==> config.mk <==
export PLATFORM = sky130hd
export DESIGN_NAME = i2c_bitbang_master
export DESIGN_NICKNAME = d
export VERILOG_FILES = /design/src/hw/rtl/i2cbb_pkg.sv /design/src/hw/rtl/i2c_bitbang_master.sv /design/src/hw/rtl/i2cbb_step.sv
export SDC_FILE = /design/constraint.sdc
export NUM_CORES = 1
export LEC_CHECK = 0
export BUFFER_PORTS_ARGS = -buffer_cell sky130_fd_sc_hd__buf_2
export CORE_MARGIN = 1
export CORE_UTILIZATION = 58
export DETAILED_ROUTE_END_ITERATION = 10
export PLACE_DENSITY_LB_ADDON = 0.1
export SYNTH_ARGS = -nofsm -noshare
export SYNTH_HDL_FRONTEND = slang
export SYNTH_SLANG_ARGS = --single-unit
==> constraint.sdc <==
create_clock -name aclk -period 3.28 [get_ports aclk]
set_input_delay 0.328 -clock aclk [delete_from_list [all_inputs] [get_ports aclk]]
set_output_delay 0.328 -clock aclk [all_outputs]
set_load 0.02 [all_outputs]
==> src/hw/rtl/i2cbb_pkg.sv <==
// Package for the I2C bit-level master: phase codes, command codes, the
// transaction payload structs and the internal state record.
// No dependencies; used by i2cbb_step, i2c_bitbang_master and i2cbb_checker.
package i2cbb_pkg;

    localparam int DELAY_COUNT_WIDTH = 16;
    localparam int CFG_WIDTH         = 16;

    typedef logic [DELAY_COUNT_WIDTH-1:0] delay_t;
    typedef logic [CFG_WIDTH-1:0]         cfg_t;

    localparam delay_t DELAY_MAX = '1;

    typedef enum logic [3:0] {
        PH_IDLE  = 4'd0,
        PH_ST1   = 4'd1,
        PH_ST2   = 4'd2,
        PH_ST3   = 4'd3,
        PH_ST4   = 4'd4,
        PH_SP1   = 4'd5,
        PH_SP2   = 4'd6,
        PH_SP3   = 4'd7,
        PH_BLOW  = 4'd8,
        PH_BHIGH = 4'd9
    } phase_t;

    typedef enum logic [2:0] {
        OP_NONE  = 3'd0,
        OP_START = 3'd1,
        OP_STOP  = 3'd2,
        OP_WRITE = 3'd3,
        OP_READ  = 3'd4
    } op_t;

    // Number of data bits in a byte slot sequence before the acknowledge slot.
    localparam logic [3:0] BITS_PER_BYTE = 4'd8;

    typedef struct packed {
        logic [2:0] operation;
        logic [7:0] write_byte;
        logic       send_ack;
        logic       sda_sample;
    } in_t;

    typedef struct packed {
        logic       scl_level;
        logic       sda_level;
        logic       busy_res;
        logic       done_res;
        logic [7:0] read_byte;
        logic       ack_bit;
    } res_t;

    typedef struct packed {
        phase_t     phase;
        logic [3:0] bit_count;
        logic [7:0] shift_byte;
        delay_t     delay_count;
        logic       pending_ack;
        logic       last_ack;
        logic [7:0] last_read;
        logic       scl;
        logic       sda;
        logic [2:0] command_kind;
    } state_t;

endpackage

==> src/hw/rtl/i2c_bitbang_master.sv <==
// Top level of the I2C bit-level master: handshakes, state and result registers.
// Depends on i2cbb_pkg and i2cbb_step.
//
//   Channel   Ports                        Payload                Direction
//   -------   --------------------------   --------------------   ---------
//   input     s_valid, s_ready, s_data     i2cbb_pkg::in_t        in
//   result    m_valid, m_ready, m_data     i2cbb_pkg::res_t       out
//   config    cfg_valid, cfg_ready, cfg_data  ticks_per_phase     in
//
// Every input transaction is one tick of the bit timer and produces exactly one
// result transaction. The step logic sits between the state registers and the
// result register, so a tick is accepted every cycle while the result side
// keeps up; s_ready drops only while a result is held and m_ready is low.
// Reset (aresetn low, synchronous) releases both lines, returns to idle and
// sets ticks_per_phase to one.
module i2c_bitbang_master (
    input  logic              aclk,
    input  logic              aresetn,
    input  logic              s_valid,
    output logic              s_ready,
    input  i2cbb_pkg::in_t    s_data,
    output logic              m_valid,
    input  logic              m_ready,
    output i2cbb_pkg::res_t   m_data,
    input  logic              cfg_valid,
    output logic              cfg_ready,
    input  i2cbb_pkg::cfg_t   cfg_data
);

    i2cbb_pkg::state_t state_reg;
    i2cbb_pkg::state_t state_next;
    i2cbb_pkg::res_t   res_reg;
    i2cbb_pkg::res_t   res_next;
    logic              m_valid_reg;
    i2cbb_pkg::cfg_t   ticks_reg;
    i2cbb_pkg::delay_t period;
    logic              s_accept;

    // The register may always be written; the block is idle by agreement.
    assign cfg_ready = 1'b1;

    // A result register that is empty or being drained makes room for the next tick.
    assign s_ready  = !m_valid_reg || m_ready;
    assign s_accept = s_valid && s_ready;
    assign m_valid  = m_valid_reg;
    assign m_data   = res_reg;

    // Phase length: zero behaves as one, and a value too wide for the delay
    // counter saturates at its largest count.
    always_comb begin
        if (ticks_reg == '0) begin
            period = i2cbb_pkg::delay_t'(1);
        end else if (32'(ticks_reg) > 32'(i2cbb_pkg::DELAY_MAX)) begin
            period = i2cbb_pkg::DELAY_MAX;
        end else begin
            period = i2cbb_pkg::delay_t'(ticks_reg);
        end
    end

    i2cbb_step u_step (
        .st      (state_reg),
        .in_item (s_data),
        .period  (period),
        .st_next (state_next),
        .res     (res_next)
    );

    always_ff @(posedge aclk) begin
        if (!aresetn) begin
            state_reg.phase        <= i2cbb_pkg::PH_IDLE;
            state_reg.bit_count    <= '0;
            state_reg.shift_byte   <= '0;
            state_reg.delay_count  <= '0;
            state_reg.pending_ack  <= 1'b0;
            state_reg.last_ack     <= 1'b0;
            state_reg.last_read    <= '0;
            state_reg.scl          <= 1'b1;
            state_reg.sda          <= 1'b1;
            state_reg.command_kind <= '0;
            m_valid_reg            <= 1'b0;
            ticks_reg              <= i2cbb_pkg::cfg_t'(1);
        end else begin
            if (cfg_valid && cfg_ready) begin
                ticks_reg <= cfg_data;
            end
            if (s_accept) begin
                state_reg   <= state_next;
                m_valid_reg <= 1'b1;
            end else if (m_ready) begin
                m_valid_reg <= 1'b0;
            end
        end
    end

    // Result payload needs no reset; it is qualified by m_valid.
    always_ff @(posedge aclk) begin
        if (s_accept) begin
            res_reg <= res_next;
        end
    end

endmodule

==> src/hw/rtl/i2cbb_step.sv <==
// Next-state and result logic of the I2C bit-level master for one tick.
// Depends on i2cbb_pkg. Purely combinational; the registers live in the top level.
module i2cbb_step (
    input  i2cbb_pkg::state_t st,
    input  i2cbb_pkg::in_t    in_item,
    input  i2cbb_pkg::delay_t period,
    output i2cbb_pkg::state_t st_next,
    output i2cbb_pkg::res_t   res
);

    logic done;

    // SDA level driven in the SCL-low phase of a slot.
    function automatic logic slot_bit(input logic [3:0] bc, input logic [7:0] sb,
                                      input logic [2:0] kind, input logic pack);
        logic is_write;
        is_write = (kind == i2cbb_pkg::OP_WRITE);
        if (bc < i2cbb_pkg::BITS_PER_BYTE) begin
            slot_bit = is_write ? sb[7] : 1'b1;
        end else begin
            slot_bit = is_write ? 1'b1 : !pack;
        end
    endfunction

    always_comb begin
        st_next = st;
        done    = 1'b0;
        case (st.phase)
            i2cbb_pkg::PH_IDLE: begin
                case (in_item.operation)
                    i2cbb_pkg::OP_START: begin
                        st_next.command_kind = in_item.operation;
                        st_next.phase        = i2cbb_pkg::PH_ST1;
                        st_next.delay_count  = i2cbb_pkg::delay_t'(1);
                        st_next.sda          = 1'b1;
                    end
                    i2cbb_pkg::OP_STOP: begin
                        st_next.command_kind = in_item.operation;
                        st_next.phase        = i2cbb_pkg::PH_SP1;
                        st_next.delay_count  = i2cbb_pkg::delay_t'(1);
                        st_next.sda          = 1'b0;
                    end
                    i2cbb_pkg::OP_WRITE, i2cbb_pkg::OP_READ: begin
                        st_next.command_kind = in_item.operation;
                        st_next.bit_count    = 4'd0;
                        if (in_item.operation == i2cbb_pkg::OP_WRITE) begin
                            st_next.shift_byte = in_item.write_byte;
                        end else begin
                            st_next.shift_byte  = 8'd0;
                            st_next.pending_ack = in_item.send_ack;
                        end
                        st_next.phase       = i2cbb_pkg::PH_BLOW;
                        st_next.delay_count = i2cbb_pkg::delay_t'(1);
                        st_next.scl         = 1'b0;
                        st_next.sda         = slot_bit(4'd0, st_next.shift_byte,
                                                       in_item.operation,
                                                       st_next.pending_ack);
                    end
                    default: begin
                    end
                endcase
            end
            i2cbb_pkg::PH_ST1, i2cbb_pkg::PH_ST2, i2cbb_pkg::PH_ST3, i2cbb_pkg::PH_ST4,
            i2cbb_pkg::PH_SP1, i2cbb_pkg::PH_SP2, i2cbb_pkg::PH_SP3,
            i2cbb_pkg::PH_BLOW, i2cbb_pkg::PH_BHIGH: begin
                if (st.delay_count < period) begin
                    st_next.delay_count = st.delay_count + i2cbb_pkg::delay_t'(1);
                end else begin
                    st_next.delay_count = i2cbb_pkg::delay_t'(1);
                    case (st.phase)
                        i2cbb_pkg::PH_ST1: begin
                            st_next.phase = i2cbb_pkg::PH_ST2;
                            st_next.scl   = 1'b1;
                        end
                        i2cbb_pkg::PH_ST2: begin
                            st_next.phase = i2cbb_pkg::PH_ST3;
                            st_next.sda   = 1'b0;
                        end
                        i2cbb_pkg::PH_ST3: begin
                            st_next.phase = i2cbb_pkg::PH_ST4;
                            st_next.scl   = 1'b0;
                        end
                        i2cbb_pkg::PH_SP1: begin
                            st_next.phase = i2cbb_pkg::PH_SP2;
                            st_next.scl   = 1'b1;
                        end
                        i2cbb_pkg::PH_SP2: begin
                            st_next.phase = i2cbb_pkg::PH_SP3;
                            st_next.sda   = 1'b1;
                        end
                        i2cbb_pkg::PH_BLOW: begin
                            st_next.phase = i2cbb_pkg::PH_BHIGH;
                            st_next.scl   = 1'b1;
                        end
                        i2cbb_pkg::PH_ST4, i2cbb_pkg::PH_SP3: begin
                            // Finishing does not restart the phase timer.
                            st_next.delay_count = st.delay_count;
                            st_next.phase       = i2cbb_pkg::PH_IDLE;
                            done                = 1'b1;
                        end
                        default: begin
                            // End of an SCL-high phase: next slot or finish.
                            if (st.bit_count < i2cbb_pkg::BITS_PER_BYTE) begin
                                if (st.command_kind == i2cbb_pkg::OP_WRITE) begin
                                    st_next.shift_byte = {st.shift_byte[6:0], 1'b0};
                                end else begin
                                    st_next.shift_byte = {st.shift_byte[6:0],
                                                          in_item.sda_sample};
                                end
                                st_next.bit_count = st.bit_count + 4'd1;
                                st_next.phase     = i2cbb_pkg::PH_BLOW;
                                st_next.scl       = 1'b0;
                                st_next.sda       = slot_bit(st_next.bit_count,
                                                             st_next.shift_byte,
                                                             st.command_kind,
                                                             st.pending_ack);
                            end else begin
                                if (st.command_kind == i2cbb_pkg::OP_WRITE) begin
                                    st_next.last_ack = in_item.sda_sample;
                                end else begin
                                    st_next.last_read = st.shift_byte;
                                end
                                st_next.delay_count = st.delay_count;
                                st_next.scl         = 1'b0;
                                st_next.sda         = 1'b1;
                                st_next.phase       = i2cbb_pkg::PH_IDLE;
                                done                = 1'b1;
                            end
                        end
                    endcase
                end
            end
            default: begin
                // A phase code outside the sequence drops back to idle silently.
                st_next.phase = i2cbb_pkg::PH_IDLE;
            end
        endcase
    end

    always_comb begin
        res.scl_level = st_next.scl;
        res.sda_level = st_next.sda;
        res.busy_res  = (st_next.phase != i2cbb_pkg::PH_IDLE);
        res.done_res  = done;
        res.read_byte = st_next.last_read;
        res.ack_bit   = st_next.last_ack;
    end

endmodule

After elaboration in Yosys (flattened, before gate mapping)
Cells that the tools add are included.
W data, S select, Z words.
- input port bits: 34
- output and inout bits: 16
- logic and storage cells: 107
- register bits: 77
- bitwise logic cells: 2
- reductions and logical operators: 24
- muxes and demuxes: 37
- equality and inequality tests: 21
- add/subtract/negate cells: 2
- $lt $le $gt $ge: 3
- operators by type and width (operator ; count):
    $mux W16 ; 5
    $pmux W28 S2 ; 1
    $mux W12 ; 3
    $pmux W16 S2 ; 1
    $pmux W4 S7 ; 1
    $mux W9 ; 3
    $mux W8 ; 3
    $pmux W4 S3 ; 2
    $add A16 B1 Y16 const B ; 1
    $eq A4 B3 Y1 const B ; 4
    $logic_not A16 Y1 ; 1
    $lt A16 B16 Y1 ; 1
    $reduce_or A6 Y1 ; 2
    $mux W1 ; 11
    $mux W11 ; 1
    $eq A3 B2 Y1 const B ; 3
    $reduce_or A9 Y1 ; 1
    $eq A4 B2 Y1 const B ; 2
    $eq A4 B4 Y1 const B ; 2
    $lt A4 B4 Y1 const B ; 2
    $ne A2 B2 Y1 const B ; 4
    $pmux W4 S2 ; 1
    $reduce_or A4 Y1 ; 2
    $reduce_or A8 Y1 ; 1
    other kinds (25) ; 31

Logic depth before layout (Yosys ltp)
Gate-level depths: netlist of the first run.
- depth after elaboration: 9
- gate-level depth with buffers: 11

By module
Synthesis of the first run repeated with hierarchy kept, for this count alone.
- cell total of the unflattened synthesis: 602
- area total of the unflattened synthesis: 5127.4 µm²
- by module, submodules not included (module ; cells each ; instances ; sequential area each (µm²) ; area each (µm²)):
    i2c_bitbang_master ; 306 ; 1 ; 1671.6 ; 3080.5
    i2cbb_step ; 296 ; 1 ; 0.0 ; 2047.0

Least setup slack after synthesis of the first run
No wires, ideal clock.
- kind: register to register
- start: register ticks_reg[7]
- end: register res_reg, in the netlist m_data[1] (data pin)
- data required time: 3.020 ns
- path slack: 0.661 ns
- arrival: 2.359 ns
- stages on the path, launching flop included: 10
- cell sequence: dfxtp_1 -> inv_1 -> ha_1 -> a21oi_1 -> o21ai_0 -> a2111oi_4 -> a21o_1 -> nand2_2 -> nand4_1 -> mux2_2
- RTL lines (item ; RTL line ; text):
    start: declaration ; i2c_bitbang_master.sv:35 ; i2cbb_pkg::cfg_t ticks_reg;
    start signal: assignment ; i2c_bitbang_master.sv:81 ; ticks_reg <= i2cbb_pkg::cfg_t'(1);
    start signal: assignment ; i2c_bitbang_master.sv:84 ; ticks_reg <= cfg_data;
    end signal: assignment ; i2c_bitbang_master.sv:98 ; res_reg <= res_next;
    end: declaration ; i2c_bitbang_master.sv:32 ; i2cbb_pkg::res_t res_reg;

Worst setup path in the final report of the first run
- start: register ticks_reg[5]
- end: register state_reg[30] (netlist name)
- longest elaborated chain between the ends: 5
- elaborated cells on any way between the ends: 8
- classes of those cells: 1 x order compare; 2 x eq/ne; 3 x mux; 2 x reduce/logical
- RTL lines (item ; RTL line ; text):
    $logic_not A16 Y1 ; i2c_bitbang_master.sv:51 ; if (ticks_reg == '0) begin
    $mux W16 * ; i2c_bitbang_master.sv:51 ;
    $lt A16 B16 Y1 * ; i2cbb_step.sv:66 ; if (st.delay_count < period) begin
    $ne A4 B2 Y1 (no line) (tied with other cells) ; - ;
    $reduce_and A5 Y1 (no line) or $pmux W28 S2 (tied branches) ; - ;
    end signal: assignment ; i2c_bitbang_master.sv:87 ; state_reg <= state_next;
    end: declaration ; i2c_bitbang_master.sv:30 ; i2cbb_pkg::state_t state_reg;
Mark *: on every way between the ends. The rest lies on a longest branch, timed or not.
A chain may end at the register's enable or synchronous reset.

==> results of run 1 <==
## metrics by stage
stage	hold slack (ns)	total power [mW]	util, %
floorplan	0.435	1.25	-
global placement	0.441	1.34	65.7
detailed placement	0.466	1.34	65.7
CTS	0.181	2.09	68.6
global route	0.191	2.17	68.6
finish	0.177	2.09	68.6
## per-layer routing
| metal | track usage, % | vias up | part of all wire (%) | routed length (um) |
|---|---|---|---|---|
| li1 | - | 1828 | - | - |
| met1 | 35.4 | 1793 | 43 | 4330 |
| met2 | 46.6 | 142 | 50 | 5040 |
| met3 | 3.98 | 25 | 4.8 | 479 |
| met4 | 13.0 | 0 | 2.1 | 213 |
| met5 | 0 | - | 0 | 0 |
## worst min-delay path by stage
stage                  startpoint       endpoint  depth (start not counted)
detailed placement  state_reg[13]  state_reg[13]                          2
CTS                   cfg_data[0]   ticks_reg[0]                          3
global route          cfg_data[0]   ticks_reg[0]                          3
floorplan           state_reg[13]  state_reg[13]                          2
global placement    state_reg[13]  state_reg[13]                          2
finish                cfg_data[0]   ticks_reg[0]                          3
## critical path, delay by kind of cell, from the launching register on
family | cells | cell delay [ns]
and+or+nand+nor | 2 | 1.04
adders and majority gates | 1 | 0.29
buffers and inverters | 1 | 0.06
AOI/OAI and AO/OA | 5 | 1.10
DFF | 1 | 0.37
## final cells by class
type	instances	area, um2
inverter	22	82.6
tap	96	120
multi-input combinational	348	2340
clock buffer	9	124
timing repair buffer	59	323
sequential	77	1670
fill	588	2170
clock inverter	7	81.3
## kinds of logic after synthesis
group | Yosys count
DFF | 77
xor gates and xnor gates | 8
AOI/OAI and AO/OA | 119
other | 1
muxes | 36
and+or+nand+nor | 167
adders and majority gates | 17
buffers and inverters | 48
## layout by cell type (no fill, tap or decap), drive strengths merged, types with 4 or more instances in the layout
cell type | synthesis | final
a21oi | 38 | 38
a221oi | 8 | 8
and3 | 6 | 6
and4 | 4 | 4
buf | 12 | 59
clkbuf | 14 | 9
clkinv | 2 | 5
dfxtp | 64 | 64
edfxtp | 13 | 13
ha | 17 | 17
inv | 20 | 23
mux2 | 10 | 10
mux2i | 26 | 26
nand2 | 31 | 31
nand2b | 4 | 4
nand3 | 13 | 13
nand4 | 5 | 5
nor2 | 59 | 59
nor2b | 5 | 5
nor3 | 8 | 8
nor4 | 9 | 9
o211ai | 6 | 6
o21ai | 30 | 30
o31ai | 8 | 8
or4 | 8 | 8
xnor2 | 6 | 6
## synth_stat cells (3+ instances only)
| cell type | instances | area (um2) |
|---|---|---|
| a21oi_1 | 37 | 185 |
| a221oi_1 | 7 | 61.3 |
| and3_1 | 6 | 37.5 |
| and4_1 | 4 | 35.0 |
| buf_1 | 4 | 15.0 |
| buf_2 | 3 | 15.0 |
| buf_6 | 3 | 33.8 |
| clkbuf_1 | 14 | 52.6 |
| dfxtp_1 | 64 | 1280 |
| edfxtp_1 | 13 | 390 |
| ha_1 | 17 | 213 |
| inv_1 | 20 | 75.1 |
| mux2_2 | 10 | 113 |
| mux2i_1 | 26 | 260 |
| nand2_1 | 30 | 113 |
| nand2b_1 | 4 | 25.0 |
| nand3_1 | 13 | 65.1 |
| nand4_1 | 5 | 31.3 |
| nor2_1 | 59 | 221 |
| nor2b_1 | 5 | 31.3 |
| nor3_1 | 7 | 35.0 |
| nor4_1 | 9 | 56.3 |
| o211ai_1 | 6 | 45.0 |
| o21ai_0 | 27 | 135 |
| o221ai_1 | 3 | 26.3 |
| o31ai_1 | 8 | 60.1 |
| or4_1 | 8 | 60.1 |
| xnor2_1 | 6 | 52.6 |
## power by group through the flow
stage	clock (mW)	sequential (mW)	combinational, mW
2_1_floorplan	0	1.06	0.196
3_3_place_gp	0	1.05	0.285
3_5_place_dp	0	1.06	0.290
4_1_cts	0.763	1.03	0.292
5_1_grt	0.806	1.04	0.323
6_report	0.758	1.03	0.293
==> impl_metrics.toml, run 1 <==
[setup_path]
crit_path_end = "state_reg[30]"
cp_slowest_stage_delay_ns = 0.57
arrival_ns = 3.22
cpMaxStageDelayCell = "or4_1"
critPathLaunchType = "flip-flop"
reg2reg_slack_ns = 0.36
worstSetupStartpoint = "ticks_reg[5]"
worst-r2r-cell-count = 9
critical_path_class = "flip-flop to flip-flop"
required_ns = 3.58
crit_path_end_kind = "flip-flop"
rr_endpoint = "state_reg[30]"
reg2reg_from = "ticks_reg[5]"
crit_fanout = 20
crit_path_cell_trace = "inv_1 -> ha_1 -> a21oi_1 -> o21ai_0 -> o21ai_0 -> a2111oi_4 -> or2_1 -> or4_1 -> a21oi_1"

[layout]
num-nets-final = 568
instances_no_fill = 618
antenna_cells = 0
final_cell_area_um2 = 4740
areaGrowthSynthToFinish_pct = 12.2
largest_reg_flops = 47
drive_gt1_share_pct = 19.0

[synth]
syn-instance-count = 473
syn_area_um2 = 4220
synth-seq-area-share_pct = 39.6
synth_warnings = 0
ys_async_sr_fraction_pct = 0
muxShareOfSynthArea_pct = 8.83
synth_area_per_cell_um2 = 8.93
synth_flop_cell = "dfxtp_1"
syn_nets = 524
ys_types = 68
synth-compound-area-share_pct = 19.7
synth_edf_count = 13
synth_fa_ha_area_share_pct = 5.04
synth_simple_gate_area_share_pct = 20.1
yosys.area_share.xor_xnor_pct = 1.66
synth.ff_latch_count = 77
synth_top_family_by_area = "simple AND/OR/NAND/NOR gates"

[clock_tree]
cts_root_buf = "clkbuf_8"
cts_tree = "done"
insertion_delay_ns = 0.36
cts_buffers = 9
clk_pin_slew_ns = 0.09
ctsHtreeMaxLevel = 3
clock_sinks = 77
hold_buffers = 0
post_cts_buffers = 0
cts.repair.resized = 0
cts_buffer_depth = 2

[global_route]
antenna_found_initial = 0
grt_max_degree = 22
grt_pass1_vias = 3497
grt_pass1_wl_mm = 16.4
grt_overflow_total = 0
track_usage_pct = 27.8

[timing]
timing.final.max_slew_violations = 0
finalSetupTns_ns = 0
fmax_ghz = 0.342
max_slew_margin_pct = 51.9
worst_slack_ns = 0.357
hold_viol = 0
clock_skew_ns = 0.00953
rsz0062_at_grt = "false"
finalCriticalPeriod_ns = 2.92
period_share_pct = 89.1
setup_violations = 0
tightest_slew_ns = 0.715

[power]
p_per_area_nw_per_um2 = 440
combPwrFrac_pct = 14.1
swShare_pct = 29.1
p_leak_nw = 1.97
p_seq_share_pct = 49.6
switching_power_mw = 0.607
clockPowerShare_pct = 36.3
vdd_ir_drop_max_uv = 268
internal_power_mw = 1.48

[placement]
portBuffers = 48
place_hpwl_mm = 7.16
placed_cells = 602
post-place-ws_ns = 0.381
postPlaceCellArea_um2 = 4530
gp_congestion = 0.909

[floorplan]
ioPinCount = 50
core_area_um2 = 6910
rows = 30
die-area_um2 = 7630
die_w_um = 87.3
initial_core_util_pct = 61.1
die_h_um = 87.3

[drt]
firstDrtPassIters = 5
drtIter0Drc = 226
drt.antenna.violating_nets = 0
vias = 3788
drc = 0
wl_mm = 10.1
wl_per_cell_um = 16.3
vias_per_cell = 6.13

[job]
maxCapViolations = 0

[status]
status = "finished clean"

[worst_hold_path]
hp-class = "primary input to flip-flop"
Note: power is estimated with default switching activity, not from simulation.
==> inputs of run 2 (changes only) <==
--- a/config.mk
+++ b/config.mk
@@ -7,7 +7,7 @@
 export LEC_CHECK = 0
 export BUFFER_PORTS_ARGS = -buffer_cell sky130_fd_sc_hd__buf_2
 export CORE_MARGIN = 1
-export CORE_UTILIZATION = 58
+export CORE_UTILIZATION = 52
 export DETAILED_ROUTE_END_ITERATION = 10
 export PLACE_DENSITY_LB_ADDON = 0.1
 export SYNTH_ARGS = -nofsm -noshare
==> impl_metrics.toml, run 2 (synthesis gave the netlist of run 1 again) <==
[timing]
hold_viol = 0
rsz0062_at_grt = "false"
fmax_ghz = 0.336
period_share_pct = 90.7
finalCriticalPeriod_ns = 2.97
max_slew_margin_pct = 56.8
timing.final.max_slew_violations = 0
worst_slack_ns = 0.305
fin_hold_ws_ns = 0.179
tightest_slew_ns = 0.645
finalSetupTns_ns = 0
setup_violations = 0
clock_skew_ns = 0.00993

[placement]
post-place-ws_ns = 0.349
postPlaceCellArea_um2 = 4550
place_hpwl_mm = 7.17
portBuffers = 48
gp_congestion = 0.901
placed_cells = 609

[floorplan]
die-area_um2 = 8490
rows = 32
ioPinCount = 50
die_w_um = 92.1
core_area_um2 = 7810
initial_core_util_pct = 54.1
die_h_um = 92.1

[layout]
fin_util_pct = 60.7
final_common_cell = "dfxtp_1"
final_cell_area_um2 = 4740
antenna_cells = 0
mostFrequentLayoutCells = "dfxtp_1 (64), nor2_1 (59), buf_2 (48), a21oi_1 (37), nand2_1 (30)"
areaGrowthSynthToFinish_pct = 12.2
drive_gt1_share_pct = 19.1
num-nets-final = 569
largest_reg_flops = 47
instances_no_fill = 625

[global_route]
track_usage_pct = 25.1
met2_usage_pct = 41.9
gr-max-usage-layer = "met2"
grt_max_degree = 21
grt_pass1_wl_mm = 16.8
grtUsageMet1_pct = 31.9
grt_overflow_total = 0
antenna_found_initial = 0
grt_pass1_vias = 3556
grt_use_met3_pct = 4.15

[drt]
wl_mm = 10.1
drt.antenna.violating_nets = 0
wl_per_cell_um = 16.2
drtIter0Drc = 178
vias = 3726
vias_per_cell = 5.96
firstDrtPassIters = 7
drc = 0

[power]
switching_power_mw = 0.617
internal_power_mw = 1.41
vdd_ir_drop_max_uv = 223
clockPowerShare_pct = 34.4
swShare_pct = 30.4
p_per_area_nw_per_um2 = 428
p_total_mw = 2.03
combPwrFrac_pct = 14.5
p_seq_share_pct = 51.0
p_leak_nw = 1.96

[clock_tree]
cts_buffer_depth = 2
hold_buffers = 0
cts_buffers = 9
clk_pin_slew_ns = 0.09
cts_root_buf = "clkbuf_8"
insertion_delay_ns = 0.36
clock_sinks = 77
ctsHtreeMaxLevel = 3
cts.repair.resized = 0
cts_tree = "done"
post_cts_buffers = 0

[setup_path]
worst-r2r-cell-count = 9
crit_path_end_kind = "flip-flop"
crit_path_cell_trace = "inv_1 -> ha_1 -> a21oi_1 -> o21ai_0 -> o21ai_0 -> a2111oi_4 -> or2_1 -> or4_1 -> a21oi_1"
crit_fanout = 20
arrival_ns = 3.27
critical_path_class = "flip-flop to flip-flop"
critical_path_buf_inv_count = 1
critPathTopFamily = "compound AO/OA/AOI/OAI gates"
critPathLaunchType = "flip-flop"
cp_slowest_stage_delay_ns = 0.57
cpMaxStageDelayCell = "or4_1"
reg2reg_slack_ns = 0.31
required_ns = 3.57
rr_endpoint = "state_reg[30]"
reg2reg_from = "ticks_reg[7]"

[worst_hold_path]
hold_depth = 3
worstHoldStart = "cfg_data[0]"
min_to = "ticks_reg[0]"
hp-class = "primary input to flip-flop"

[status]
status = "finished clean"

[job]
maxCapViolations = 0
==> run 2: routing by layer <==
layer / wire, um / up-vias
met5: 0 / -
met4: 202 / 0
met3: 460 / 17
met2: 4910 / 99
met1: 4570 / 1783
li1: - / 1827
==> run 2: worst max path at each step <==
stage | start | slack (ns) | endpoint | depth (start not counted)
floorplan | ticks_reg[7] | 0.66 | m_data[1] | 9
global placement | ticks_reg[7] | 0.47 | state_reg[30] | 9
detailed placement | ticks_reg[7] | 0.35 | state_reg[30] | 9
CTS | ticks_reg[7] | 0.31 | state_reg[30] | 9
global route | ticks_reg[7] | 0.05 | state_reg[30] | 9
finish | ticks_reg[7] | 0.31 | state_reg[30] | 9
==> run 2: power by group through the flow <==
stage | clock [mW] | sequential [mW] | combinational (mW)
after detailed placement | 0 | 1.05 | 0.293
after floorplan | 0 | 1.06 | 0.196
final | 0.697 | 1.03 | 0.295
after CTS | 0.713 | 1.03 | 0.294
after global placement | 0 | 1.06 | 0.289
after global routing | 0.741 | 1.04 | 0.325
==> run 2: cell type report <==
| cell class | instances | area, um2 |
|---|---|---|
| Fill cell | 679 | 3070 |
| Multi-Input combinational cell | 348 | 2340 |
| Sequential cell | 77 | 1670 |
| Timing Repair Buffer | 60 | 330 |
| Tap cell | 102 | 128 |
| Clock buffer | 9 | 124 |
| Inverter | 22 | 82.6 |
| Clock inverter | 7 | 63.8 |
==> run 2: worst register-to-register path: cells and delay by family (launching register included) <==
family	cells	cell delay, ns
AOI/OAI and AO/OA	5	1.17
and+or+nand+nor	2	1.05
DFF	1	0.36
adders and majority gates	1	0.28
buffers and inverters	1	0.05
